==> config.mk <==
export PLATFORM = sky130hd
export DESIGN_NAME = iterated_hash_random_generator
export DESIGN_NICKNAME = d
export VERILOG_FILES = /design/src/sv/ihrg_pkg.sv /design/src/sv/ihrg_hash.sv /design/src/sv/ihrg_div.sv /design/src/sv/iterated_hash_random_generator.sv
export VERILOG_INCLUDE_DIRS = /design/src /design/src/sv
export SDC_FILE = /design/constraint.sdc
export NUM_CORES = 2
export LEC_CHECK = 0
export ABC_AREA = 1
export BUFFER_PORTS_ARGS = -buffer_cell sky130_fd_sc_hd__buf_2
export CORE_UTILIZATION = 30
export DETAILED_ROUTE_END_ITERATION = 12
export SLEW_MARGIN = 20
export SYNTH_ARGS = -nofsm -noshare
export SYNTH_HDL_FRONTEND = slang
export SYNTH_SLANG_ARGS = --single-unit
==> constraint.sdc <==
create_clock -name aclk -period 18.51 [get_ports aclk]
set_clock_uncertainty 0.2 [all_clocks]
set_input_delay 0.9255 -clock aclk [delete_from_list [all_inputs] [get_ports aclk]]
set_output_delay 0.9255 -clock aclk [all_outputs]
set_load 0.01 [all_outputs]
==> src/sv/iterated_hash_random_generator_macros.svh <==
// Assertion macros for the iterated hash random generator.
// Used by the RTL files that carry concurrent assertions; no dependencies.
`ifndef ITERATED_HASH_RANDOM_GENERATOR_MACROS_SVH
`define ITERATED_HASH_RANDOM_GENERATOR_MACROS_SVH

`ifndef SYNTH
`define IHRG_ASSERT_IMPLIES(label, clk, rst_n, a, b) \
    label: assert property (@(posedge clk) disable iff (!(rst_n)) (a) |-> (b)) \
        else $error("implication check failed");
`define IHRG_ASSERT_NEXT(label, clk, rst_n, a, b) \
    label: assert property (@(posedge clk) disable iff (!(rst_n)) (a) |=> (b)) \
        else $error("next-cycle check failed");
`else
`define IHRG_ASSERT_IMPLIES(label, clk, rst_n, a, b)
`define IHRG_ASSERT_NEXT(label, clk, rst_n, a, b)
`endif

`endif

==> src/sv/ihrg_pkg.sv <==
// Shared types and constants for the iterated hash random generator.
// No dependencies; imported by every module of the block.
package ihrg_pkg;

    localparam int unsigned WORD_W = 32;

    localparam logic [WORD_W-1:0] HASH_MUL_A = 32'd747796405;
    localparam logic [WORD_W-1:0] HASH_ADD_A = 32'd2891336453;
    localparam int unsigned       HASH_SEL   = 28;
    localparam logic [4:0]        HASH_BIAS  = 5'd4;
    localparam logic [WORD_W-1:0] HASH_MUL_B = 32'd277803737;
    localparam int unsigned       HASH_FOLD  = 22;

    localparam logic [WORD_W-1:0] SEED_RESET = '0;

    typedef enum logic [1:0] {
        OP_RESET  = 2'd0,
        OP_RAW    = 2'd1,
        OP_URANGE = 2'd2,
        OP_SRANGE = 2'd3
    } op_t;

    typedef enum logic [1:0] {
        ST_IDLE,
        ST_HASH,
        ST_DIV,
        ST_DONE
    } state_t;

    typedef enum logic [1:0] {
        HS_MUL_A,
        HS_MIX,
        HS_MUL_B,
        HS_FOLD
    } hash_step_t;

    typedef struct packed {
        op_t               operation;
        logic [WORD_W-1:0] range_min;
        logic [WORD_W-1:0] range_max;
    } in_t;

    typedef struct packed {
        logic [WORD_W-1:0] value;
        logic              range_error;
    } out_t;

endpackage

==> src/sv/ihrg_hash.sv <==
// Multi-cycle PCG hash built around one shared 32x32 multiplier.
// Depends on ihrg_pkg for the hash constants and step codes.
module ihrg_hash
    import ihrg_pkg::*;
(
    input  logic              aclk,
    input  logic              aresetn,
    input  logic              start,
    input  logic [WORD_W-1:0] x,
    output logic              done,
    output logic [WORD_W-1:0] result
);

    logic              busy_reg, busy_next;
    hash_step_t        step_reg, step_next;
    logic              done_reg, done_next;
    logic [WORD_W-1:0] prod_reg, prod_next;
    logic [WORD_W-1:0] mix_reg, mix_next;
    logic [WORD_W-1:0] result_reg, result_next;

    logic [WORD_W-1:0] mul_a, mul_b, mul_p;
    logic [WORD_W-1:0] sum;
    logic [4:0]        shamt;

    assign mul_a = busy_reg ? mix_reg : x;
    assign mul_b = busy_reg ? HASH_MUL_B : HASH_MUL_A;
    assign mul_p = WORD_W'(mul_a * mul_b);
    assign sum   = prod_reg + HASH_ADD_A;
    assign shamt = {1'b0, sum[WORD_W-1:HASH_SEL]} + HASH_BIAS;

    always_comb begin
        busy_next   = busy_reg;
        step_next   = step_reg;
        done_next   = 1'b0;
        prod_next   = prod_reg;
        mix_next    = mix_reg;
        result_next = result_reg;
        if (!busy_reg) begin
            if (start) begin
                prod_next = mul_p;
                step_next = HS_MIX;
                busy_next = 1'b1;
            end
        end else begin
            case (step_reg)
                HS_MIX: begin
                    mix_next  = (sum >> shamt) ^ sum;
                    step_next = HS_MUL_B;
                end
                HS_MUL_B: begin
                    prod_next = mul_p;
                    step_next = HS_FOLD;
                end
                HS_FOLD: begin
                    result_next = (prod_reg >> HASH_FOLD) ^ prod_reg;
                    done_next   = 1'b1;
                    busy_next   = 1'b0;
                    step_next   = HS_MUL_A;
                end
                default: begin
                    busy_next = 1'b0;
                    step_next = HS_MUL_A;
                end
            endcase
        end
    end

    always_ff @(posedge aclk) begin
        if (!aresetn) begin
            busy_reg <= 1'b0;
            step_reg <= HS_MUL_A;
            done_reg <= 1'b0;
        end else begin
            busy_reg <= busy_next;
            step_reg <= step_next;
            done_reg <= done_next;
        end
        prod_reg   <= prod_next;
        mix_reg    <= mix_next;
        result_reg <= result_next;
    end

    assign done   = done_reg;
    assign result = result_reg;

endmodule

==> src/sv/ihrg_div.sv <==
// Radix-2 restoring divider that yields the unsigned remainder, one bit per cycle.
// Depends on ihrg_pkg for the word width.
module ihrg_div
    import ihrg_pkg::*;
(
    input  logic              aclk,
    input  logic              aresetn,
    input  logic              start,
    input  logic [WORD_W-1:0] dividend,
    input  logic [WORD_W-1:0] divisor,
    output logic              done,
    output logic [WORD_W-1:0] remainder
);

    localparam int unsigned CNT_W = $clog2(WORD_W);
    localparam logic [CNT_W-1:0] CNT_LAST = CNT_W'(WORD_W - 1);

    logic              busy_reg, busy_next;
    logic              done_reg, done_next;
    logic [CNT_W-1:0]  cnt_reg, cnt_next;
    logic [WORD_W-1:0] rem_reg, rem_next;
    logic [WORD_W-1:0] quo_reg, quo_next;
    logic [WORD_W-1:0] div_reg, div_next;

    logic [WORD_W:0]   trial;
    logic [WORD_W:0]   diff;

    assign trial = {rem_reg, quo_reg[WORD_W-1]};
    assign diff  = trial - {1'b0, div_reg};

    always_comb begin
        busy_next = busy_reg;
        done_next = 1'b0;
        cnt_next  = cnt_reg;
        rem_next  = rem_reg;
        quo_next  = quo_reg;
        div_next  = div_reg;
        if (!busy_reg) begin
            if (start) begin
                busy_next = 1'b1;
                cnt_next  = '0;
                rem_next  = '0;
                quo_next  = dividend;
                div_next  = divisor;
            end
        end else begin
            rem_next = diff[WORD_W] ? trial[WORD_W-1:0] : diff[WORD_W-1:0];
            quo_next = {quo_reg[WORD_W-2:0], 1'b0};
            cnt_next = cnt_reg + CNT_W'(1);
            if (cnt_reg == CNT_LAST) begin
                busy_next = 1'b0;
                done_next = 1'b1;
            end
        end
    end

    always_ff @(posedge aclk) begin
        if (!aresetn) begin
            busy_reg <= 1'b0;
            done_reg <= 1'b0;
            cnt_reg  <= '0;
        end else begin
            busy_reg <= busy_next;
            done_reg <= done_next;
            cnt_reg  <= cnt_next;
        end
        rem_reg <= rem_next;
        quo_reg <= quo_next;
        div_reg <= div_next;
    end

    assign done      = done_reg;
    assign remainder = rem_reg;

endmodule

==> src/sv/iterated_hash_random_generator.sv <==
// Top level of the iterated hash random generator: sequencer, state and seed.
// Depends on ihrg_pkg, ihrg_hash, ihrg_div and the assertion macro header.
//
// Requests arrive on the s_ channel (valid/ready) as an in_t; results leave on
// the m_ channel (valid/ready) as an out_t, exactly one result per request.
// The seed register is written through cfg_wr_en/cfg_wr_data; the user must
// write it only while the block is idle, which the block itself does not enforce.
// A reset request loads the seed into the state.
// One request is worked on at a time, so s_ready is low from acceptance
// until the result has been moved into the output register.
// The hash runs four steps (multiply, mix, multiply, fold), two of them on the
// shared multiplier; a range draw then loads the restoring divider and runs
// its 32 iterations, while a raw draw or a zero-width range skips the divider.
// Reset sets the state word and the seed to SEED_INIT and empties the output.
// When the receiver stalls the result holds in the output register; the next
// request is still accepted and worked on, and its result waits inside the
// block until the output register is free.
`include "iterated_hash_random_generator_macros.svh"

module iterated_hash_random_generator
    import ihrg_pkg::*;
#(
    parameter logic [WORD_W-1:0] SEED_INIT = SEED_RESET
) (
    input  logic              aclk,
    input  logic              aresetn,
    input  logic              cfg_wr_en,
    input  logic [WORD_W-1:0] cfg_wr_data,
    input  logic              s_valid,
    output logic              s_ready,
    input  in_t               s_data,
    output logic              m_valid,
    input  logic              m_ready,
    output out_t              m_data
);

    state_t            state_reg, state_next;
    logic [WORD_W-1:0] seed_reg;
    logic [WORD_W-1:0] cur_reg, cur_next;
    in_t               req_reg, req_next;
    out_t              res_reg, res_next;
    logic              m_valid_reg, m_valid_next;
    out_t              m_data_reg, m_data_next;

    logic              accept;
    logic              hash_start, hash_done;
    logic [WORD_W-1:0] hash_res;
    logic              div_start, div_done;
    logic [WORD_W-1:0] div_dividend, div_divisor, div_rem;
    logic [WORD_W-1:0] width;
    logic [WORD_W-1:0] rem_signed;

    assign s_ready    = (state_reg == ST_IDLE);
    assign accept     = s_valid && s_ready;
    assign hash_start = accept && (s_data.operation != OP_RESET);
    assign width      = req_reg.range_max - req_reg.range_min;

    always_comb begin
        if (req_reg.operation == OP_SRANGE) begin
            div_dividend = hash_res[WORD_W-1] ? (~hash_res + WORD_W'(1)) : hash_res;
            div_divisor  = width[WORD_W-1] ? (~width + WORD_W'(1)) : width;
        end else begin
            div_dividend = hash_res;
            div_divisor  = width;
        end
    end

    assign rem_signed = (req_reg.operation == OP_SRANGE && cur_reg[WORD_W-1])
                        ? (~div_rem + WORD_W'(1)) : div_rem;

    always_comb begin
        state_next   = state_reg;
        cur_next     = cur_reg;
        req_next     = req_reg;
        res_next     = res_reg;
        m_valid_next = m_valid_reg;
        m_data_next  = m_data_reg;
        div_start    = 1'b0;

        if (m_valid_reg && m_ready) begin
            m_valid_next = 1'b0;
        end

        case (state_reg)
            ST_IDLE: begin
                if (accept) begin
                    req_next = s_data;
                    if (s_data.operation == OP_RESET) begin
                        cur_next   = seed_reg;
                        res_next   = '{value: seed_reg, range_error: 1'b0};
                        state_next = ST_DONE;
                    end else begin
                        state_next = ST_HASH;
                    end
                end
            end
            ST_HASH: begin
                if (hash_done) begin
                    cur_next = hash_res;
                    if (req_reg.operation == OP_RAW) begin
                        res_next   = '{value: hash_res, range_error: 1'b0};
                        state_next = ST_DONE;
                    end else if (width == '0) begin
                        res_next   = '{value: req_reg.range_min, range_error: 1'b1};
                        state_next = ST_DONE;
                    end else begin
                        div_start  = 1'b1;
                        state_next = ST_DIV;
                    end
                end
            end
            ST_DIV: begin
                if (div_done) begin
                    res_next   = '{value: rem_signed + req_reg.range_min,
                                   range_error: 1'b0};
                    state_next = ST_DONE;
                end
            end
            ST_DONE: begin
                if (!m_valid_reg || m_ready) begin
                    m_valid_next = 1'b1;
                    m_data_next  = res_reg;
                    state_next   = ST_IDLE;
                end
            end
            default: begin
                state_next = ST_IDLE;
            end
        endcase
    end

    always_ff @(posedge aclk) begin
        if (!aresetn) begin
            state_reg   <= ST_IDLE;
            seed_reg    <= SEED_INIT;
            cur_reg     <= SEED_INIT;
            m_valid_reg <= 1'b0;
        end else begin
            state_reg   <= state_next;
            cur_reg     <= cur_next;
            m_valid_reg <= m_valid_next;
            if (cfg_wr_en) begin
                seed_reg <= cfg_wr_data;
            end
        end
        req_reg    <= req_next;
        res_reg    <= res_next;
        m_data_reg <= m_data_next;
    end

    assign m_valid = m_valid_reg;
    assign m_data  = m_data_reg;

    ihrg_hash u_hash (
        .aclk    (aclk),
        .aresetn (aresetn),
        .start   (hash_start),
        .x       (cur_reg),
        .done    (hash_done),
        .result  (hash_res)
    );

    ihrg_div u_div (
        .aclk      (aclk),
        .aresetn   (aresetn),
        .start     (div_start),
        .dividend  (div_dividend),
        .divisor   (div_divisor),
        .done      (div_done),
        .remainder (div_rem)
    );

    `IHRG_ASSERT_IMPLIES(a_hash_done_in_hash, aclk, aresetn, hash_done, state_reg == ST_HASH)
    `IHRG_ASSERT_IMPLIES(a_div_done_in_div, aclk, aresetn, div_done, state_reg == ST_DIV)
    `IHRG_ASSERT_NEXT(a_busy_after_accept, aclk, aresetn, accept, !s_ready)
    `IHRG_ASSERT_NEXT(a_load_after_done, aclk, aresetn, state_reg == ST_DONE && state_next == ST_IDLE, m_valid)

endmodule

; ---- Yosys cells after proc, flatten, opt, wreduce, memory -nomap -nowiden
; Index checks and enable logic that the tools add are counted.
[totals]
output_inout_bits = 35
ff_bits = 402
in_bits = 103
elab_cells = 137
[op_classes]
n_reduce_logical = 26
n_eq_ne = 16
n_bitwise = 6
n_shift = 1
mux = 54
addsub = 9
n_mul = 1
[op_table]
columns = operator, count
row1 = 2-to-1 mux 32 bit, 17
row2 = 2-to-1 mux 33 bit, 6
row3 = case mux 33 bit (3 select lines), 1
row4 = adder 32 x 1 -> 32 bit (second input constant), 3
row5 = NOT 32 bit, 3
row6 = case mux 32 bit (2 select lines), 1
row7 = subtractor 33 x 32 -> 33 bit, 1
row8 = adder 32 bit, 1
row9 = adder 32 bit (second input constant), 1
row10 = logical NOT 32 bit, 1
row11 = multiplier 32 x 32 -> 32 bit, 1
row12 = >> shifter 32 x 5 -> 32 bit, 1
row13 = subtractor 32 bit, 1
row14 = XOR 10 x 32 -> 32 bit, 1
row15 = XOR 32 bit, 1
row16 = 2-to-1 mux 30 bit, 1
row17 = 2-to-1 mux 1 bit, 17
row18 = AND reduction 2 bit, 8
row19 = 2-to-1 mux 2 bit, 7
row20 = equality test 2 bit (second input constant), 5
row21 = 2-to-1 mux 5 bit, 2
row22 = inequality test 2 x 1 -> 1 bit (second input constant), 4
row23 = case mux 2 bit (4 select lines), 1
row24 = AND reduction 4 bit, 2
row25 = 16 further kinds, 26

; ---- Longest topological paths before layout
[depth]
depth_word = 8
ltp_mapped = 40
mapped_depth_nobuf = 38

; ---- Hierarchy
; Synthesis repeated with hierarchy kept, for this count alone.
[hier_totals]
hier_cells = 5368
hier_area_um2 = 40254.9
[modules_own_cells]
columns = module, area_per_inst_um2, cells_per_inst, seq_area_each_um2, n_inst
row1 = ihrg_hash, 18886.9, 2405, 2962.8, 1
row2 = iterated_hash_random_generator, 14574.0, 2070, 5305.1, 1
row3 = ihrg_div, 6794.0, 893, 3012.9, 1

; ---- Worst setup path after synthesis
; No wires, ideal clock.
[synth_path]
path_type = register to register
start = reg u_hash.busy_reg
end = reg u_hash.prod_reg[31] (data pin)
setup_slack_ns = 10.317
path_stages_with_launch = 38
setup_ns = 0.252
t_arrival_ns = 7.741
required_ns = 18.058
period_less_slack_ns = 8.193
n_path_buf = 4
path_cell_list = dfxtp_1 > buf_2 > buf_2 > buf_1 > buf_1 > nor2_1 > nor2_1 > inv_1 > ha_1 > inv_1 > xor2_1 > fa_1 > fa_1 > inv_1 > fa_1 > inv_1 > fa_1 > inv_1 > [... 2 more ...] > fa_1 > inv_1 > fa_1 > inv_1 > ha_1 > nand4_1 > nor3_1 > nand4_1 > nand3_1 > nand2_1 > nand2_1 > a31oi_1 > o21ai_0 > nand2_1 > nand2_1 > inv_1 > nand2_1 > nand2_1
[synth_between]
elab_chain_cells = 4
word_cells_on_any_way = 6
classes_between = mul (1) / mux (5)
[synth_lines]
columns = element, line_no
row1 = "start, declared", ihrg_hash.sv:14  ; logic busy_reg, busy_next;
row2 = "start signal, assigned", ihrg_hash.sv:74  ; busy_reg <= busy_next;
row3 = 2-to-1 mux 32 bit / 2-to-1 mux 30 bit (equally long branches), "ihrg_hash.sv:25, ihrg_hash.sv:26"
row4 = multiplier 32 x 32 -> 32 bit (*), ihrg_hash.sv:27  ; assign mul_p = WORD_W'(mul_a * mul_b);
row5 = net u_hash.mul_p[31], ihrg_hash.sv:21  ; logic [WORD_W-1:0] mul_a, mul_b, mul_p;
row6 = "2-to-1 mux 32 bit, on equally long branches", "ihrg_hash.sv:39, ihrg_hash.sv:45"
row7 = 2-to-1 mux 32 bit (*), ihrg_hash.sv:38  ; if (!busy_reg) begin
row8 = "end signal, assigned", ihrg_hash.sv:78  ; prod_reg <= prod_next;
row9 = "end, declared", ihrg_hash.sv:17  ; logic [WORD_W-1:0] prod_reg, prod_next;
; Mark *: on every way through the listed nets, which the timed path passes. The rest lies on a longest branch. The select of a mux whose other input is x is not followed.
; A chain may end at the register's enable or synchronous reset.

; ---- Worst setup path in the final report
; Same ends and word-level chain as after synthesis.

==> results.yml <==
detailed_routing:
  wl_per_cell_um: 19.9
  via_per_inst: 4.87
  route.vias.total: 31900
  drt_iter0_markers: 2942
  antenna_left: 0
  firstDrtPassIters: 12
  drc_errors: 42
  wl_um: 131000
placement:
  placed_cells: 6469
  finalWeightedCongestion: 0.981
  numPortBuffers: 137
  dp_hpwl_um: 109000
floorplanning:
  std_cell_rows: 129
  dieArea_um2: 127000
  design.core.area_um2: 124000
  start_util_pct: 30.3
  die_w_um: 356
  fp.dieH_um: 356
  io_pins: 138
timing:
  hold-worst-slack_ns: 0.217
  finalHoldViolations: 0
  period_needed_ns: 9.29
  finalSetupViolCount: 0
  rsz0062_at_grt: "no"
  drv_slew: 0
  period_share_pct: 50.2
  worst_slew_pin_slew_ns: 1.08
  relSlewSlack_pct: 28.1
  tns_ns: 0
  max_freq_mhz: 108
synthesis:
  synth_seq_cells: 402
  syn_area_um2: 37500
  yosys.area.top_type: "edfxtp_1"
  syn_area_per_cell_um2: 7.87
  yosys.area.top_type_share_pct: 25.8
  synth_nets: 5420
  synth_cell_types: 53
  yosysSeqAreaShare_pct: 30.1
  yosys_warnings: 0
  synth_cells: 4771
  synth_edf_count: 323
  synth_ff_type: "edfxtp_1"
  synth.area.top_cells: "edfxtp_1 26%, fa_1 14%, nand2_1 10%"
  async_reset_ff_share_pct: 0
final_layout:
  fin_cells: 6558
  fin_nets: 5530
  drive_gt1_share_pct: 6.16
  register_area_um2: 11300
  area_delta_synth_final_pct: 10.8
  largest_reg_flops: 66
  multi_input_area_um2: 22100
  fillerInstances: 13100
  final_core_util_pct: 33.6
clocking:
  cts_buffers: 47
  cts_resized: 0
  clock_path_buffers: 3
  cts_setup_buffers: 0
  insertion_delay_ns: 0.62
  clk_pin_slew_worst_paths_ns: 0.08
  clkSinkCount: 402
  hold_buffers: 0
  root_buffer: "clkbuf_16"
  htreeDepth: 2
  cts_tree: "built"
grt:
  gr-usage-met1_pct: 28.8
  grt_util_all_layers_pct: 20.6
  antenna_found_initial: 7
  grt_use_met2_pct: 32.2
  top_usage_layer: "met2"
  gr-usage-met3_pct: 2.68
  grt_pass1_vias: 30400
  grt-ovfl-total: 0
  grt_max_degree: 75
  grt_pass1_wl_um: 193000
worst_setup_path:
  cp_common_cell: "inv_1"
  critPathSlowestCell: "dfxtp_2"
  end_kind: "flip-flop"
  path_max_fanout: 48
  required_ns: 18.68
  cpPeakStageDelay_ns: 0.55
  cp-start-kind: "flip-flop"
  cp.arrival_ns: 9.46
  critPathKind: "reg -> reg"
worst_hold_path:
  hold_path_class: "reg -> reg"
job:
  maxCapViolations: 0
outcome:
  status: "complete, but fails checks"
  violations: "design-rule violations"
-- metal layers --
layer  up-vias  wire, um  share of wire [%]
met1     15300     58700                 45
met5         -        16              0.012
met4         4      5180                4.0
met2      1125     58000                 44
li1      15400         -                  -
met3       183      9000                6.9
-- placed cells by master, fill, tap and decap left out, types with 47 or more instances in the layout --
cell type     n
nand2_1    1042
inv_1       979
nor2_1      426
edfxtp_1    323
o21ai_0     290
ha_1        276
fa_1        269
nand3_1     237
a21oi_1     209
xor2_1      147
buf_2       137
dfxtp_1      77
xnor2_1      70
a31oi_1      65
clkbuf_16    47
-- per-stage QoR --
step	area, um^2	setup slack [ns]
CTS	41600	9.32
global placement	40000	9.48
finish	41600	9.22
detailed placement	40000	9.39
global route	41600	8.67
floorplan	37500	10.32
-- worst max-delay path, delay by kind of cell (launching register included) --
kind / cells / cell delay, ns
adders and majority gates: 9 / 4.15
and+or+nand+nor: 12 / 1.80
buffers and inverters: 12 / 1.63
AOI/OAI and AO/OA: 3 / 0.66
DFF: 1 / 0.55
-- area by class of cell --
cell class	instances	area share, %
multi-input combinational	3282	53.1
tap	1637	4.92
sequential	402	27.1
clock buffer	55	2.95
antenna	3	0.0180
inverter	989	8.92
timing repair buffer	159	2.04
clock inverter	31	0.956
-- final timing paths --
| kind | start | endpoint | slack (ns) | cells after the start |
|---|---|---|---|---|
| setup / recovery | u_hash.busy_reg | u_hash.prod_reg[31] | 9.22 | 36 |
| hold / removal | res_reg[8] | m_data[8] | 0.22 | 0 |
| setup reg to reg | u_hash.busy_reg | u_hash.prod_reg[31] | 9.22 | 36 |
| hold reg to reg | res_reg[8] | m_data[8] | 0.22 | 0 |
-- kinds of logic after synthesis --
| kind of cell | count (synthesis) | synth area share [%] |
|---|---|---|
| AOI/OAI and AO/OA | 643 | 9.33 |
| xor gates and xnor gates | 219 | 5.15 |
| adders and majority gates | 546 | 23.6 |
| buffers and inverters | 1087 | 11.2 |
| DFF | 402 | 30.1 |
| other | 1 | 0.00999 |
| and+or+nand+nor | 1873 | 20.7 |
-- Yosys cell counts, types with 10 or more instances --
library cell,count
nand2_1,1044
inv_1,981
nor2_1,429
edfxtp_1,323
o21ai_0,290
ha_1,277
fa_1,269
nand3_1,237
a21oi_1,209
xor2_1,147
dfxtp_1,79
xnor2_1,70
a31oi_1,65
clkbuf_1,53
nand4_1,46
nor3_1,41
buf_2,20
o21bai_1,18
nor2_2,15
o211ai_1,15
buf_1,13
a21o_1,12
nand3b_1,12
nand2_2,11
or2_2,10
Power is left out: the tool's default activity adds up to more than one toggle a clock period on the data nets, which glitch-free logic cannot reach.
